`src/design/secw_pkg.sv`:
```
// Shared types and constants for the sorted edge list to CSR writer.
// No dependencies.
package secw_pkg;

  localparam int unsigned MAX_FILL_DEF = 62;
  localparam int unsigned DEG_W        = 31;
  localparam int unsigned IDX_W        = 48;
  localparam int unsigned ID_W         = 32;
  localparam int unsigned ADDR_W       = 64;
  localparam int unsigned CFG_IDX_W    = 3;

  localparam logic [DEG_W-1:0] DEG_MAX = {DEG_W{1'b1}};

  localparam logic [CFG_IDX_W-1:0] REG_EDGE_BASE   = 3'd0;
  localparam logic [CFG_IDX_W-1:0] REG_VERTEX_BASE = 3'd1;
  localparam logic [CFG_IDX_W-1:0] REG_PART_VERTS  = 3'd2;
  localparam logic [CFG_IDX_W-1:0] REG_PART_STRIDE = 3'd3;
  localparam logic [CFG_IDX_W-1:0] REG_EDGES_SPLIT = 3'd4;
  localparam logic [CFG_IDX_W-1:0] REG_VERTS_SPLIT = 3'd5;

  localparam logic CMD_EDGE   = 1'b0;
  localparam logic CMD_FINISH = 1'b1;

  // input beat held in the front/back queue
  typedef struct packed {
    logic            cmd;
    logic [ID_W-1:0] src;
    logic [ID_W-1:0] dst;
  } item_t;

  // one result beat
  typedef struct packed {
    logic              is_vertex;
    logic [ADDR_W-1:0] addr;
    logic [ID_W-1:0]   ref_id;
    logic [IDX_W-1:0]  list_start;
    logic [DEG_W-1:0]  degree;
    logic              run_last;
    logic              fill_cut;
  } res_t;

endpackage

```
`src/design/secw_front.sv`:
```
// Front end: holds configuration registers and takes input beats into the queue.
// Depends on secw_pkg.
module secw_front import secw_pkg::*; (
  input  logic                 clk,
  input  logic                 rst_n,
  input  logic                 cfg_valid,
  output logic                 cfg_ready,
  input  logic [CFG_IDX_W-1:0] cfg_index,
  input  logic [ADDR_W-1:0]    cfg_data,
  input  logic                 in_valid,
  output logic                 in_ready,
  input  item_t                in_item,
  output logic                 q_valid,
  input  logic                 q_ready,
  output item_t                q_item,
  output logic [ADDR_W-1:0]    edge_base,
  output logic [ADDR_W-1:0]    vertex_base,
  output logic [ID_W-1:0]      part_vertices,
  output logic [ADDR_W-1:0]    part_stride,
  output logic                 edges_split,
  output logic                 vertices_split
);
  logic [ADDR_W-1:0] eb_r, vb_r, ps_r;
  logic [ID_W-1:0]   pv_r;
  logic              es_r, vs_r;

  assign cfg_ready      = 1'b1;
  assign in_ready       = q_ready;
  assign q_valid        = in_valid;
  assign q_item         = in_item;
  assign edge_base      = eb_r;
  assign vertex_base    = vb_r;
  assign part_vertices  = pv_r;
  assign part_stride    = ps_r;
  assign edges_split    = es_r;
  assign vertices_split = vs_r;

  always_ff @(posedge clk) begin
    if (!rst_n) begin
      eb_r <= '0;
      vb_r <= '0;
      pv_r <= ID_W'(65536);
      ps_r <= ADDR_W'(268435456);
      es_r <= 1'b0;
      vs_r <= 1'b0;
    end else if (cfg_valid) begin
      unique case (cfg_index)
        REG_EDGE_BASE:   eb_r <= cfg_data;
        REG_VERTEX_BASE: vb_r <= cfg_data;
        REG_PART_VERTS:  pv_r <= cfg_data[ID_W-1:0];
        REG_PART_STRIDE: ps_r <= cfg_data;
        REG_EDGES_SPLIT: es_r <= cfg_data[0];
        REG_VERTS_SPLIT: vs_r <= cfg_data[0];
        default: ;
      endcase
    end
  end
endmodule

```
`config.mk`:
```
export PLATFORM = sky130hd
export DESIGN_NAME = secw_front
export DESIGN_NICKNAME = d
export VERILOG_FILES = /design/src/design/secw_pkg.sv /design/src/design/secw_front.sv
export SDC_FILE = /design/constraint.sdc
export NUM_CORES = 1
export LEC_CHECK = 0
export ABC_AREA = 1
export BUFFER_PORTS_ARGS = -buffer_cell sky130_fd_sc_hd__buf_2
export CORE_AREA = 2 2 169 171
export CTS_BUF_LIST = sky130_fd_sc_hd__clkbuf_2
export CTS_CLUSTER_DIAMETER = 100
export DETAILED_ROUTE_END_ITERATION = 10
export DIE_AREA = 0 0 171 173
export PLACE_DENSITY = 0.61
export SLEW_MARGIN = 20
export SYNTH_ARGS = -nofsm -noshare
export SYNTH_HDL_FRONTEND = slang
export SYNTH_SLANG_ARGS = --single-unit
```
`constraint.sdc`:
```
create_clock -name clk -period 1.51 [get_ports clk]
set_input_delay 0.151 -clock clk [delete_from_list [all_inputs] [get_ports clk]]
set_output_delay 0.151 -clock clk [all_outputs]
set_load 0.02 [all_outputs]
```
==> impl_metrics.yaml <==
floorplanning:
  die_x_um: 171
  core_um2: 27630
  start_util: 0.3463
  rows: 61
  ios: 431
  dieArea_um2: 29580
  fp.dieH_um: 173
worst_setup_path:
  path_delay_family: "buffers and inverters"
  rr_startpoint: "part_stride[28]$_SDFFE_PN1P_"
  critPathMaxStageDelay_ps: 600
  path_max_fanout: 16
  cp.required_ps: 2290
  ff2ff_setup_slack_ps: 240
  arrival_ps: 2310
  worst-path-buf-inv: 5
  slowest_stage: "dlygate4sd3_1"
  r2r_cells: 4
  path_cells: "buf_2 > inv_2 > nand2_1 > dlygate4sd3_1 > nor2_4 > buf_12 > nor2_1 > nor2_1 > dlygate4sd3_1"
  cp-end-kind: "flop"
  critPathKind: "input pin to flop"
  start_kind: "input pin"
  worstReg2RegEnd: "part_stride[28]$_SDFFE_PN1P_"
drt:
  drc: 0
  vias: 9981
  firstDrtPassIters: 8
  final_antenna_net_count: 0
  vias_per_cell: 4.662
  drt-initial-drc-count: 537
  wl_um: 34330
  detail_route.wl_per_cell_um: 16.04
flow_run:
  cap_viol_max_count: 0
synthesis:
  avgSynthCellArea_um2: 6.958
  ys_ff_latch: 226
  syn_area_um2: 9568
  syn_inst: 1375
  synth.net_count: 1512
  ys_seq_area_frac: 0.4729
  synth_cell_type_count: 17
  ys_warn_count: 0
power:
  irDropWorstVdd_v: 0.0004453
  power_leakage_nw: 6.690
  power_density_nw_per_um2: 874.6
global_routing:
  antenna_found_initial: 4
  grt_max_degree: 86
  grt.overflow.total: 0
  top_usage_layer: "met2"
  grt_first_pass_wirelength_um: 51760
  met1_usage: 0.2547
  use_met2: 0.3728
  grt_pass1_vias: 9867
  grt_util_all_layers: 0.2191
  grt_use_met3: 0.05196
status:
  violations: "setup timing"
  outcome: "finished, violations left"
clock_network:
  cts_tree: "yes"
  cts_buffers: 60
  cts-root-buf: "clkbuf_2"
  cts_sinks: 226
  cts_buffer_depth: 3
  path_clk_slew_ps: 120
  clk_latency_ps: 800
  cts_max_level: 2
sta:
  hold_viol_final: 0
  fin_ws_ps: -20.86
  min_period_ps: 1531
  slew_viol_final: 0
  finalSetupViolations: 2
  slew-limit-headroom: 0.5178
  worst_slew_pin_slew_ps: 720.9
  max_freq_ghz: 0.6532
  rsz0062_at_grt: "yes"
  fin_crit_sh: 1.014
  holdWs_ps: 114.3
  clock_skew_ps: 0
hold_path:
  min_to: "edge_base[61]$_SDFFE_PN0P_"
  min_from: "cfg_index[2]"
  hold_class: "input pin to flop"
  min_path_cells: 7
final_layout:
  nFillCells: 2619
  final_common_cell: "nor2_1"
  drive_above_1_share: 0.3773
  syn2layout_area_growth_pct: 50.88
  nets: 1855
  mostFrequentLayoutCells: "446 x nor2_1, 233 x nand2_1, 227 x buf_6"
placed_design:
  hpwl_um: 19820
  portBuffers: 295
  gp_congestion: 0.7938
  dpl_worst_slack_ps: 228.9
-- per-layer routing --
metal | routed length (µm) | up-vias
met5 | 0 | -
met2 | 16670 | 400
met3 | 2636 | 108
li1 | - | 4889
met4 | 1455 | 0
met1 | 13570 | 4584
-- cells in the mapped netlist --
| cell | n | area [µm²] |
|---|---|---|
| nand3_1 | 226 | 1131 |
| nor2_2 | 2 | 12.51 |
| buf_4 | 77 | 578.1 |
| o21ai_0 | 1 | 5.000 |
| buf_6 | 6 | 67.56 |
| nor2_4 | 4 | 45.04 |
| nand2_2 | 1 | 6.260 |
| buf_1 | 14 | 52.55 |
| clkbuf_1 | 6 | 22.52 |
| dfxtp_1 | 226 | 4524 |
| conb_1 | 1 | 3.750 |
| nand2_1 | 233 | 874.6 |
| a21oi_1 | 2 | 10.01 |
| inv_2 | 4 | 15.01 |
| buf_2 | 58 | 290.3 |
| inv_1 | 66 | 247.7 |
| nor2_1 | 448 | 1682 |
-- where the power goes --
group | internal [mW] | total [mW] | leakage, nW | switching [mW]
logic | 0.971 | 2.17 | 4.35 | 1.20
clock network | 1.55 | 4.09 | 0.396 | 2.54
registers | 6.21 | 6.36 | 1.94 | 0.158
-- worst max path at each step --
stage | from | endpoint | slack [ps] | depth (start not counted)
2_1_floorplan | rst_n | edge_base[10]$_SDFFE_PN0P_ | 540 | 5
3_3_place_gp | cfg_valid | part_vertices[19]$_SDFFE_PN0P_ | 260 | 8
3_5_place_dp | cfg_index[0] | part_stride[41]$_SDFFE_PN0P_ | 230 | 6
4_1_cts | part_vertices[23]$_SDFFE_PN0P_ | part_vertices[23] | -60 | 1
5_1_grt | part_vertices[4]$_SDFFE_PN0P_ | part_vertices[4] | -70 | 1
6_report | cfg_index[1] | vertex_base[57]$_SDFFE_PN0P_ | -20 | 9
-- area by class of cell --
type,count,area (µm²),area share
multi-input combinational,918,3795,0.2629
sequential,226,4807,0.3330
antenna,3,7.507,0.0005200
timing repair buffer,442,4583,0.3175
clock inverter,16,67.56,0.004680
clock buffer,88,440.4,0.03051
tap,378,473.0,0.03276
inverter,70,262.8,0.01820
-- timing repair --
action                                  in CTS  in global routing
setup buffers                                2                  4
endpoints found under the hold margin      226                  0
pin swaps                                    0                  0
hold buffers                               112                  0
cloned                                       0                  2
endpoints found under the setup margin     226                230
resized for setup                          678                  0
-- state kept, by name, indices dropped and copies added, names as in the netlist --
register	flops
vertex_base	64
part_vertices	32
vertices_split	1
edges_split	1
part_stride	64
edge_base	64
-- logic make-up (layout without fill, tap and decap cells) --
group	after synthesis	count (layout)	synth area share
buf+inv	231	616	0.1331
flops	226	226	0.4729
compound gates	3	3	0.001569
other cells	1	4	0.0003919
simple gates	914	914	0.3920
-- per-stage QoR --
step | TNS [ps] | power, mW | utilization | std cells | instance area, µm²
6_report | -24.92 | 12.63 | 0.5225 | 2141 | 14440
2_1_floorplan | 0 | 7.724 | - | 1375 | 9568
3_3_place_gp | 0 | 8.078 | 0.3973 | 1914 | 10980
4_1_cts | -5569 | 12.75 | 0.5193 | 2132 | 14350
5_1_grt | -8529 | 13.34 | 0.5225 | 2141 | 14440
3_5_place_dp | 0 | 8.093 | 0.3973 | 1914 | 10980
-- tightest hold or removal path, stage by stage --
cell and delay, ps:
buf_2 130, nor2_4 60, buf_12 120, buf_12 150
nand3_1 80, nand2_1 100, nor2_1 90
Note: power is estimated with default switching activity, not from simulation.
