===== config.mk =====
export PLATFORM = sky130hd
export DESIGN_NAME = secw_fifo
export DESIGN_NICKNAME = d
export VERILOG_FILES = /design/src/design/secw_pkg.sv /design/src/design/secw_fifo.sv
export SDC_FILE = /design/constraint.sdc
export NUM_CORES = 1
export LEC_CHECK = 0
export ABC_CLOCK_PERIOD_IN_PS = 3780
export CORE_ASPECT_RATIO = 0.9
export CORE_MARGIN = 4
export CORE_UTILIZATION = 45
export DETAILED_ROUTE_END_ITERATION = 8
export DONT_BUFFER_PORTS = 1
export HOLD_SLACK_MARGIN = 0.1
export SYNTH_ARGS = -nofsm -noshare
export SYNTH_HDL_FRONTEND = slang
export SYNTH_SLANG_ARGS = --single-unit
export TNS_END_PERCENT = 50

===== constraint.sdc =====
create_clock -name clk -period 3.78 [get_ports clk]
set_clock_uncertainty 0.05 [all_clocks]
set_input_delay 0.567 -clock clk [delete_from_list [all_inputs] [get_ports clk]]
set_output_delay 0.567 -clock clk [all_outputs]
set_load 0.05 [all_outputs]

===== src/design/secw_pkg.sv =====
// Shared types and constants for the sorted edge list to CSR writer.
// No dependencies.
package secw_pkg;

  localparam int unsigned MAX_FILL_DEF = 62;
  localparam int unsigned DEG_W        = 31;
  localparam int unsigned IDX_W        = 48;
  localparam int unsigned ID_W         = 32;
  localparam int unsigned ADDR_W       = 64;
  localparam int unsigned CFG_IDX_W    = 3;

  localparam logic [DEG_W-1:0] DEG_MAX = {DEG_W{1'b1}};

  localparam logic [CFG_IDX_W-1:0] REG_EDGE_BASE   = 3'd0;
  localparam logic [CFG_IDX_W-1:0] REG_VERTEX_BASE = 3'd1;
  localparam logic [CFG_IDX_W-1:0] REG_PART_VERTS  = 3'd2;
  localparam logic [CFG_IDX_W-1:0] REG_PART_STRIDE = 3'd3;
  localparam logic [CFG_IDX_W-1:0] REG_EDGES_SPLIT = 3'd4;
  localparam logic [CFG_IDX_W-1:0] REG_VERTS_SPLIT = 3'd5;

  localparam logic CMD_EDGE   = 1'b0;
  localparam logic CMD_FINISH = 1'b1;

  // input beat held in the front/back queue
  typedef struct packed {
    logic            cmd;
    logic [ID_W-1:0] src;
    logic [ID_W-1:0] dst;
  } item_t;

  // one result beat
  typedef struct packed {
    logic              is_vertex;
    logic [ADDR_W-1:0] addr;
    logic [ID_W-1:0]   ref_id;
    logic [IDX_W-1:0]  list_start;
    logic [DEG_W-1:0]  degree;
    logic              run_last;
    logic              fill_cut;
  } res_t;

endpackage


===== src/design/secw_fifo.sv =====
// Small two-entry queue between the front and the back of the writer.
// Depends on secw_pkg.
module secw_fifo import secw_pkg::*; (
  input  logic  clk,
  input  logic  rst_n,
  input  logic  wr_valid,
  output logic  wr_ready,
  input  item_t wr_data,
  output logic  rd_valid,
  input  logic  rd_ready,
  output item_t rd_data
);
  item_t      mem_r [2];
  logic       wp_r, rp_r;
  logic [1:0] cnt_r;
  logic       do_wr, do_rd;

  assign wr_ready = (cnt_r != 2'd2);
  assign rd_valid = (cnt_r != 2'd0);
  assign rd_data  = mem_r[rp_r];
  assign do_wr    = wr_valid && wr_ready;
  assign do_rd    = rd_valid && rd_ready;

  always_ff @(posedge clk) begin
    if (do_wr) begin
      mem_r[wp_r] <= wr_data;
    end
    if (!rst_n) begin
      wp_r  <= 1'b0;
      rp_r  <= 1'b0;
      cnt_r <= 2'd0;
    end else begin
      if (do_wr) wp_r <= ~wp_r;
      if (do_rd) rp_r <= ~rp_r;
      cnt_r <= cnt_r + {1'b0, do_wr} - {1'b0, do_rd};
    end
  end
endmodule


==> results of run 1 <==
## sequential cells by signal (all words and copies together) (netlist names), named ones only
register / flops
mem_r: 130
wp_r: 1
rp_r: 1
cnt_r: 2
## how the worst max path moves through the flow
stage	start	to	slack [ns]	depth (start not counted)
3_5_place_dp	cnt_r[0]$_SDFF_PN0_	mem_r[1][4]$_DFFE_PP_	1.37	3
3_3_place_gp	cnt_r[0]$_SDFF_PN0_	mem_r[1][40]$_DFFE_PP_	1.40	3
6_report	flip-flop	rd_data[14]	1.26	2
4_1_cts	flip-flop	rd_data[54]	1.21	2
2_1_floorplan	cnt_r[0]$_SDFF_PN0_	mem_r[0][0]$_DFFE_PP_	0.58	3
5_1_grt	flip-flop	rd_data[14]	1.17	2
## logic make-up after synthesis
kind of cell               Yosys count  synth area share
DFF                                135            0.7805
and+or+nand+nor                     11           0.01195
buffers and inverters                8           0.01488
AOI/OAI and AO/OA                    1          0.001464
adders and majority gates            2          0.004877
muxes                               66            0.1812
xor gates and xnor gates             3          0.005123
## layer usage
layer,global-route usage,vias to the layer above,share of wire
li1,-,921,-
met4,0.04612,0,0.0081
met5,0,-,0
met1,0.1330,1020,0.36
met2,0.1911,90,0.50
met3,0.09362,5,0.13
## worst register-to-register path: cells and delay by family, from the launching register on
kind | cells | cell delay [ns]
and+or+nand+nor | 2 | 1.30
DFF | 1 | 0.35
buffers and inverters | 1 | 0.33
## per-stage QoR
stage,hold slack (ns),util
after floorplan,0.4160,-
after global placement,0.4505,0.4836
after detailed placement,0.4721,0.4836
after CTS,0.1849,0.5332
after global routing,0.1761,0.5332
final,0.2071,0.5332
## power by group through the flow
stage | Clock [W] | Combinational (W) | Sequential (W)
after detailed placement | 0 | 0.00152 | 0.00202
after global routing | 0.00161 | 0.00156 | 0.00201
after CTS | 0.00154 | 0.00152 | 0.00199
after global placement | 0 | 0.00152 | 0.00201
final | 0.00150 | 0.00150 | 0.00199
after floorplan | 0 | 0.00145 | 0.00196
## synthesized netlist by cell type, types with 2 or more instances
library cell,instances,area share
and2_1,2,0.0024
buf_6,6,0.013
dfxtp_1,5,0.020
edfxtp_1,130,0.76
ha_1,2,0.0049
mux2_2,15,0.033
mux2_4,50,0.15
nand2_1,2,0.0015
nand2b_1,2,0.0024
nor2b_1,2,0.0024
xnor2_1,3,0.0051
## final cells by class
cell class,instances,share of cell area
flip-flops and latches,135,0.6838
multi-input cells,83,0.1806
clock buffers,20,0.07451
well taps,152,0.03245
clock inverters,11,0.01857
repair buffers,4,0.009394
inverters,1,0.0006405
## placed cells by master (no fill, tap or decap), types with 3 or more instances in the layout
cell type / synthesis / final
clkbuf_1: 0 / 3
clkbuf_16: 0 / 17
clkinv_1: 0 / 4
dfxtp_1: 5 / 4
edfxtp_1: 130 / 130
mux2_2: 15 / 15
mux2_4: 50 / 50
xnor2_1: 3 / 3
==> flow_summary.json, run 1 <==
{
  "leakagePower_nw": 2.022,
  "antenna_found_initial": 0,
  "finalCriticalPeriod_ns": 2.517,
  "post-cts-setup-buffer-count": 0,
  "crit_slowest_cell": "dfxtp_4",
  "dr.pass1.iters": 3,
  "p_seq_frac": 0.398,
  "ir_drop_mv": 0.5660,
  "critPathKind": "flip-flop to output port",
  "relSlewSlack": 0.4834,
  "critPathLaunchType": "flip-flop",
  "worstPathRequired_ns": 3.16,
  "cts-root-buf": "clkbuf_16",
  "reg2reg_to": "mem_r[1][9]$_DFFE_PP_",
  "die_w_um": 120.5,
  "setup_viol": 0,
  "grt_setup_unrepaired": "no",
  "holdPathEnd": "mem_r[0][64]$_DFFE_PP_",
  "cpLargestDelayFamily": "flip-flops",
  "fin_area_um2": 5861,
  "whs_path_depth": 0,
  "grt_pass1_wl_mm": 11.92,
  "fillers": 892,
  "nNetsFinal": 313,
  "place_hpwl_mm": 5.213,
  "p_clk_frac": 0.301,
  "synthDistinctLibCells": 18,
  "fp.dieArea_um2": 13170,
  "tns_ns": 0,
  "fmax_ghz": 0.3973,
  "dp.cells": 375,
  "finalWorstSetupSlack_ns": 1.263,
  "crit_chain": "buf_12, mux2_4",
  "cp_slowest_stage_delay_ns": 0.70,
  "regArea_um2": 4008,
  "multi_input_area_um2": 1059,
  "num_vias": 2036,
  "grt_max_degree": 36,
  "grt_pass1_vias": 2130,
  "coreArea_um2": 10990,
  "clk_latency_ns": 0.40,
  "hold_buffers": 0,
  "drive_gt1_frac": 0.3819,
  "dr.first_iter.drc_count": 85,
  "ff2ff_setup_slack_ns": 1.42,
  "swShare": 0.3477,
  "syn_area_um2": 5130,
  "vias_per_cell": 5.015,
  "gp_congestion": 0.6820,
  "drc_errors": 0,
  "hp-start": "wr_data[64]",
  "syn_inst": 226,
  "die_h_um": 109.3,
  "power_w": 0.004990,
  "grt_usage": 0.1248,
  "hold_path_class": "input pin to flip-flop",
  "yosysWarnings": 0,
  "tritoncts": "done",
  "crit_arrival_ns": 1.90,
  "path_buf_inv": 1,
  "dpl-instance-area_um2": 5315,
  "start_util": 0.4668,
  "place_ws_ns": 1.372,
  "row_count": 36,
  "period_share": 0.6658,
  "cap_violations": 0,
  "synth_edf_count": 130,
  "finalHoldViolCount": 0,
  "r2r_start": "cnt_r[0]$_SDFF_PN0_",
  "p_comb_frac": 0.301,
  "postRouteAntennaNets": 0,
  "outcome": "finished, final reports clean",
  "portBuffers": 0,
  "cts.sinks": 135,
  "finalNonFillerCells": 406,
  "io_pins": 136,
  "switchingPower_w": 0.001735,
  "worst_pin_slew_ns": 0.7749,
  "async_reset_ff_frac": 0,
  "synthFlopType": "edfxtp_1",
  "cts_resized": 0,
  "ff2ff_path_depth": 3,
  "slew_violations": 0,
  "synth_seq_cells": 135,
  "overflow": 0,
  "cp_max_fo": 34,
  "diodes": 0,
  "crit_path_end_kind": "output port",
  "drt_wl_total_mm": 8.033,
  "internal_power_w": 0.003255,
  "synth-seq-area-share": 0.7805,
  "postSynthAreaPerCell_um2": 22.70,
  "areaGrowthSynthToFinish_pct": 14.24,
  "tritoncts.num_buffers": 17,
  "clockBufferDepth": 2,
  "htreeDepth": 4,
  "post_drt_wl_per_cell_um": 19.79,
  "path_clk_slew_ns": 0.05,
  "cellPowerDensity_nw_per_um2": 851.5,
  "syn_nets": 297
}
Note: power is estimated with default switching activity, not from simulation.
==> run 2, diff against run 1 <==
--- a/config.mk
+++ b/config.mk
@@ -5,7 +5,7 @@
 export SDC_FILE = /design/constraint.sdc
 export NUM_CORES = 1
 export LEC_CHECK = 0
-export ABC_CLOCK_PERIOD_IN_PS = 3780
+export ABC_CLOCK_PERIOD_IN_PS = 2210
 export CORE_ASPECT_RATIO = 0.9
 export CORE_MARGIN = 4
 export CORE_UTILIZATION = 45
==> constraint.sdc (replaced) <==
create_clock -name clk -period 2.21 [get_ports clk]
set_clock_uncertainty 0.05 [all_clocks]
set_input_delay 0.3315 -clock clk [delete_from_list [all_inputs] [get_ports clk]]
set_output_delay 0.3315 -clock clk [all_outputs]
set_load 0.05 [all_outputs]
==> flow_summary.json, run 2 (synthesis results as in run 1) <==
{
  "ff2ff_setup_slack_ns": 0.33,
  "layout_common_cells": "edfxtp_1, dlygate4sd3_1, mux2_4",
  "io_pins": 136,
  "largest_register": "mem_r",
  "dr.pass1.iters": 4,
  "cts_resized": 0,
  "hold_path_class": "input pin to flip-flop",
  "relSlewSlack": 0.6908,
  "outcome": "finished, final reports clean",
  "fin_util": 0.5964,
  "overflow": 0,
  "regArea_um2": 4008,
  "worstPathRequired_ns": 1.83,
  "cts.sinks": 135,
  "fmax_ghz": 0.5118,
  "cp_max_fo": 38,
  "num_vias": 2270,
  "grt_pass1_vias": 2459,
  "cts-root-buf": "clkbuf_16",
  "finalHoldViolCount": 0,
  "postRouteAntennaNets": 0,
  "htreeDepth": 4,
  "path_clk_slew_ns": 0.05,
  "areaGrowthSynthToFinish_pct": 27.78,
  "clk_latency_ns": 0.41,
  "reg2reg_to": "cnt_r[1]$_SDFF_PN0_",
  "largest_reg_flops": 130,
  "clockBufferDepth": 2,
  "row_count": 36,
  "finalCriticalPeriod_ns": 1.954,
  "cellPowerDensity_nw_per_um2": 1314,
  "crit_arrival_ns": 1.57,
  "dpl-instance-area_um2": 5363,
  "diodes": 0,
  "critPathLaunchType": "flip-flop",
  "fp.dieArea_um2": 13170,
  "tritoncts": "done",
  "dr.first_iter.drc_count": 113,
  "ff2ff_path_depth": 8,
  "holdPathEnd": "wp_r$_SDFFE_PN0N_",
  "drive_gt1_frac": 0.3127,
  "die_h_um": 109.3,
  "fillers": 819,
  "leakagePower_nw": 2.314,
  "tns_ns": 0,
  "top_regs": "mem_r: 130 flops, cnt_r: 2 flops",
  "critPathKind": "flip-flop to output port",
  "r2r_start": "cnt_r[0]$_SDFF_PN0_",
  "period_share": 0.8841,
  "worst_pin_slew_ns": 0.4638,
  "crit_path_end_kind": "output port",
  "portBuffers": 0,
  "drc_errors": 0,
  "multi_input_area_um2": 1066,
  "fin_area_um2": 6555,
  "hp-start": "wr_valid",
  "setup_viol": 0,
  "antenna_found_initial": 0,
  "whs_path_depth": 2,
  "drt_wl_total_mm": 8.456,
  "die_w_um": 120.5,
  "vias_per_cell": 4.779,
  "final_common_cell": "edfxtp_1",
  "grt_setup_unrepaired": "no",
  "gp_congestion": 0.6646,
  "ir_drop_mv": 0.7717,
  "tritoncts.num_buffers": 17,
  "cap_violations": 0,
  "grt_usage": 0.1351,
  "nNetsFinal": 381,
  "start_util": 0.4668,
  "grt_pass1_wl_mm": 12.90,
  "post_drt_wl_per_cell_um": 17.80,
  "slew_violations": 0,
  "coreArea_um2": 10990,
  "grt_max_degree": 39
}
==> run 2: changes by cell type in the layout (fill, tap and decap cells not counted), moves of 2 or more <==
cell           delta
bufinv_16         -2
clkbuf_1          +4
clkinv_1          -4
clkbuf_8          +4
buf_12            +2
dlygate4sd3_1    +66
==> run 2: layout make-up <==
class / count / area share
multi-input cells: 83 / 0.1626
inverters: 1 / 0.0005726
flip-flops and latches: 135 / 0.6114
clock inverters: 4 / 0.003818
repair buffers: 72 / 0.1153
clock buffers: 28 / 0.07730
well taps: 152 / 0.02901
==> run 2: worst max-delay path by stage <==
stage	from	to	slack [ns]	cells past startpoint
CTS	flip-flop	rd_data[64]	0.23	2
detailed placement	cnt_r[0]$_SDFF_PN0_	cnt_r[1]$_SDFF_PN0_	0.34	8
global route	flip-flop	rd_data[10]	0.20	2
floorplan	cnt_r[0]$_SDFF_PN0_	mem_r[0][0]$_DFFE_PP_	0.01	3
finish	flip-flop	rd_data[64]	0.26	2
global placement	cnt_r[0]$_SDFF_PN0_	cnt_r[1]$_SDFF_PN0_	0.40	8
==> run 2: layer usage <==
metal,track usage,share of wire,vias up
met5,0,0,-
met4,0.06553,0.016,0
met3,0.06224,0.071,11
met2,0.2210,0.52,88
met1,0.1513,0.40,1115
li1,-,-,1056
==> run 2: through the flow <==
| stage | hold WS [ns] | total power (W) | worst slack, ns | instances |
|---|---|---|---|---|
| finish | 0.1650 | 0.008611 | 0.2562 | 475 |
| detailed placement | 0.3805 | 0.006125 | 0.3379 | 377 |
| global route | 0.1723 | 0.008955 | 0.2002 | 475 |
| floorplan | 0.3804 | 0.005842 | 0.01084 | 226 |
| CTS | 0.1396 | 0.008721 | 0.2327 | 475 |
| global placement | 0.3805 | 0.006100 | 0.3970 | 377 |
==> run 2: power by group <==
part           total [W]  switching [W]  internal [W]
clock network    0.00247       0.000920       0.00155
logic            0.00283        0.00198      0.000845
registers        0.00332      0.0000976       0.00322
total            0.00861        0.00300       0.00561
==> run 2: what timing repair did <==
item	CTS	global route
hold buffers	66	0
buffers inserted	0	0
hold endpoints to repair	135	0
==> run 2: critical path, cell delays in order (launching register included) <==
cell and delay, ns:
dfxtp_4 0.37, buf_12 0.26, mux2_2 0.51
==> run 3, diff against run 2 <==
--- a/config.mk
+++ b/config.mk
@@ -7,7 +7,6 @@
 export LEC_CHECK = 0
 export ABC_CLOCK_PERIOD_IN_PS = 2210
 export CORE_ASPECT_RATIO = 0.9
-export CORE_MARGIN = 4
 export CORE_UTILIZATION = 45
 export DETAILED_ROUTE_END_ITERATION = 8
 export DONT_BUFFER_PORTS = 1
==> flow_summary.json, run 3 (synthesis results as in run 1) <==
{
  "worst_pin_slew_ns": 0.4272,
  "fmax_ghz": 0.4861,
  "relSlewSlack": 0.7152,
  "tritoncts": "done",
  "cellPowerDensity_nw_per_um2": 1313,
  "grt_usage": 0.1483,
  "critPathKind": "flip-flop to output port",
  "cap_violations": 0,
  "fin_util": 0.6021,
  "vias_per_cell": 4.887,
  "grt_setup_unrepaired": "no",
  "clockBufferDepth": 2,
  "row_count": 36,
  "hold_ws_ns": 0.1655,
  "met2_usage": 0.2429,
  "grt_max_degree": 35,
  "finalCriticalPeriod_ns": 2.057,
  "coreArea_um2": 10950,
  "slew_violations": 0,
  "start_util": 0.4687,
  "grt_pass1_vias": 2424,
  "largest_reg_flops": 130,
  "swShare": 0.3520,
  "layout_common_cells": "edfxtp_1, dlygate4sd3_1, mux2_4",
  "tns_ns": 0,
  "place_hpwl_mm": 5.138,
  "leakagePower_nw": 2.329,
  "largest_register": "mem_r",
  "num_vias": 2331,
  "drt_wl_total_mm": 8.317,
  "portBuffers": 0,
  "post_drt_wl_per_cell_um": 17.44,
  "areaGrowthSynthToFinish_pct": 28.46,
  "p_clk_frac": 0.286,
  "crit_path_end_kind": "output port",
  "grt_pass1_wl_mm": 12.34,
  "drive_gt1_frac": 0.3200,
  "gp_congestion": 0.6287,
  "period_share": 0.9308,
  "nNetsFinal": 383,
  "dr.first_iter.drc_count": 97,
  "postRouteAntennaNets": 0,
  "worstPathRequired_ns": 1.83,
  "p_seq_frac": 0.389,
  "clk_latency_ns": 0.40,
  "cts-root-buf": "clkbuf_16",
  "place_ws_ns": 0.3272,
  "io_pins": 136,
  "finalWorstSetupSlack_ns": 0.1528,
  "crit_arrival_ns": 1.68,
  "met1_usage": 0.1632,
  "p_comb_frac": 0.325,
  "busiest_layer": "met2",
  "outcome": "finished, final reports clean",
  "antenna_found_initial": 0,
  "die_w_um": 114.5,
  "fp.dieArea_um2": 11830,
  "diodes": 0,
  "critPathLaunchType": "flip-flop",
  "overflow": 0,
  "dr.pass1.iters": 4,
  "htreeDepth": 4,
  "switchingPower_w": 0.003047,
  "cp_max_fo": 20,
  "top_regs": "mem_r: 130 flops, cnt_r: 2 flops",
  "final_common_cell": "edfxtp_1",
  "drc_errors": 0,
  "internal_power_w": 0.005609,
  "die_h_um": 103.3,
  "hold_path_class": "input pin to flip-flop",
  "tritoncts.num_buffers": 17,
  "ir_drop_mv": 1.005,
  "grt_util_met3": 0.06935,
  "finalHoldViolCount": 0,
  "cts.sinks": 135,
  "path_clk_slew_ns": 0.05,
  "setup_viol": 0
}
[run 3: changes by cell type in the layout (fill, tap and decap cells not counted)]
cell       change
clkbuf_8       -4
clkbuf_1       -4
and3_2         -1
clkinv_1       +3
bufinv_16      +1
and3_4         +1
clkinv_2       +4
buf_12         +2
[run 3: worst max-delay path: stages (launching register included)]
cell and delay [ns]:
dfxtp_4 0.57, buf_12 0.21, mux2_2 0.48
[run 3: cell type report]
type,count,area (µm²)
Clock buffer,20,436.7
Clock inverter,12,86.33
Fill cell,821,4355
Inverter,1,3.754
Multi-Input combinational cell,83,1070
Sequential cell,135,4008
Tap cell,152,190.2
Timing Repair Buffer,74,795.8
[run 3: final timing paths]
path                                     startpoint                  end  slack, ns  cells past startpoint
worst min register to register    wp_r$_SDFFE_PN0N_    wp_r$_SDFFE_PN0N_       0.50                      2
worst max-delay path                      flip-flop           rd_data[3]       0.15                      2
worst max register to register  cnt_r[0]$_SDFF_PN0_  cnt_r[1]$_SDFF_PN0_       0.33                      8
worst min-delay path                       wr_valid    wp_r$_SDFFE_PN0N_       0.17                      2
[run 3: what timing repair did]
action / 4_1_cts / 5_1_grt
resized for setup: 0 / 0
endpoints found under the hold margin: 135 / 0
hold buffers: 66 / 0
buffers inserted: 0 / 0
[run 3: power groups by stage]
stage / clock [W] / sequential [W] / combinational (W)
after global routing: 0.00266 / 0.00341 / 0.00292
after global placement: 0 / 0.00341 / 0.00272
final: 0.00247 / 0.00337 / 0.00281
after floorplan: 0 / 0.00335 / 0.00250
after CTS: 0.00254 / 0.00338 / 0.00284
after detailed placement: 0 / 0.00343 / 0.00273
[run 3: per-stage QoR]
stage,cells,total power [W],instance area [µm²]
after global routing,477,0.008984,6590
final,477,0.008656,6590
after global placement,379,0.006132,5406
after CTS,477,0.008761,6590
after floorplan,226,0.005842,5146
after detailed placement,379,0.006160,5406
[run 3: routing by layer]
metal	wire length, µm	part of all wire	up-vias
met2	4128	0.50	92
li1	-	-	1060
met3	707	0.085	14
met5	0	0	-
met4	133	0.016	0
met1	3348	0.40	1165
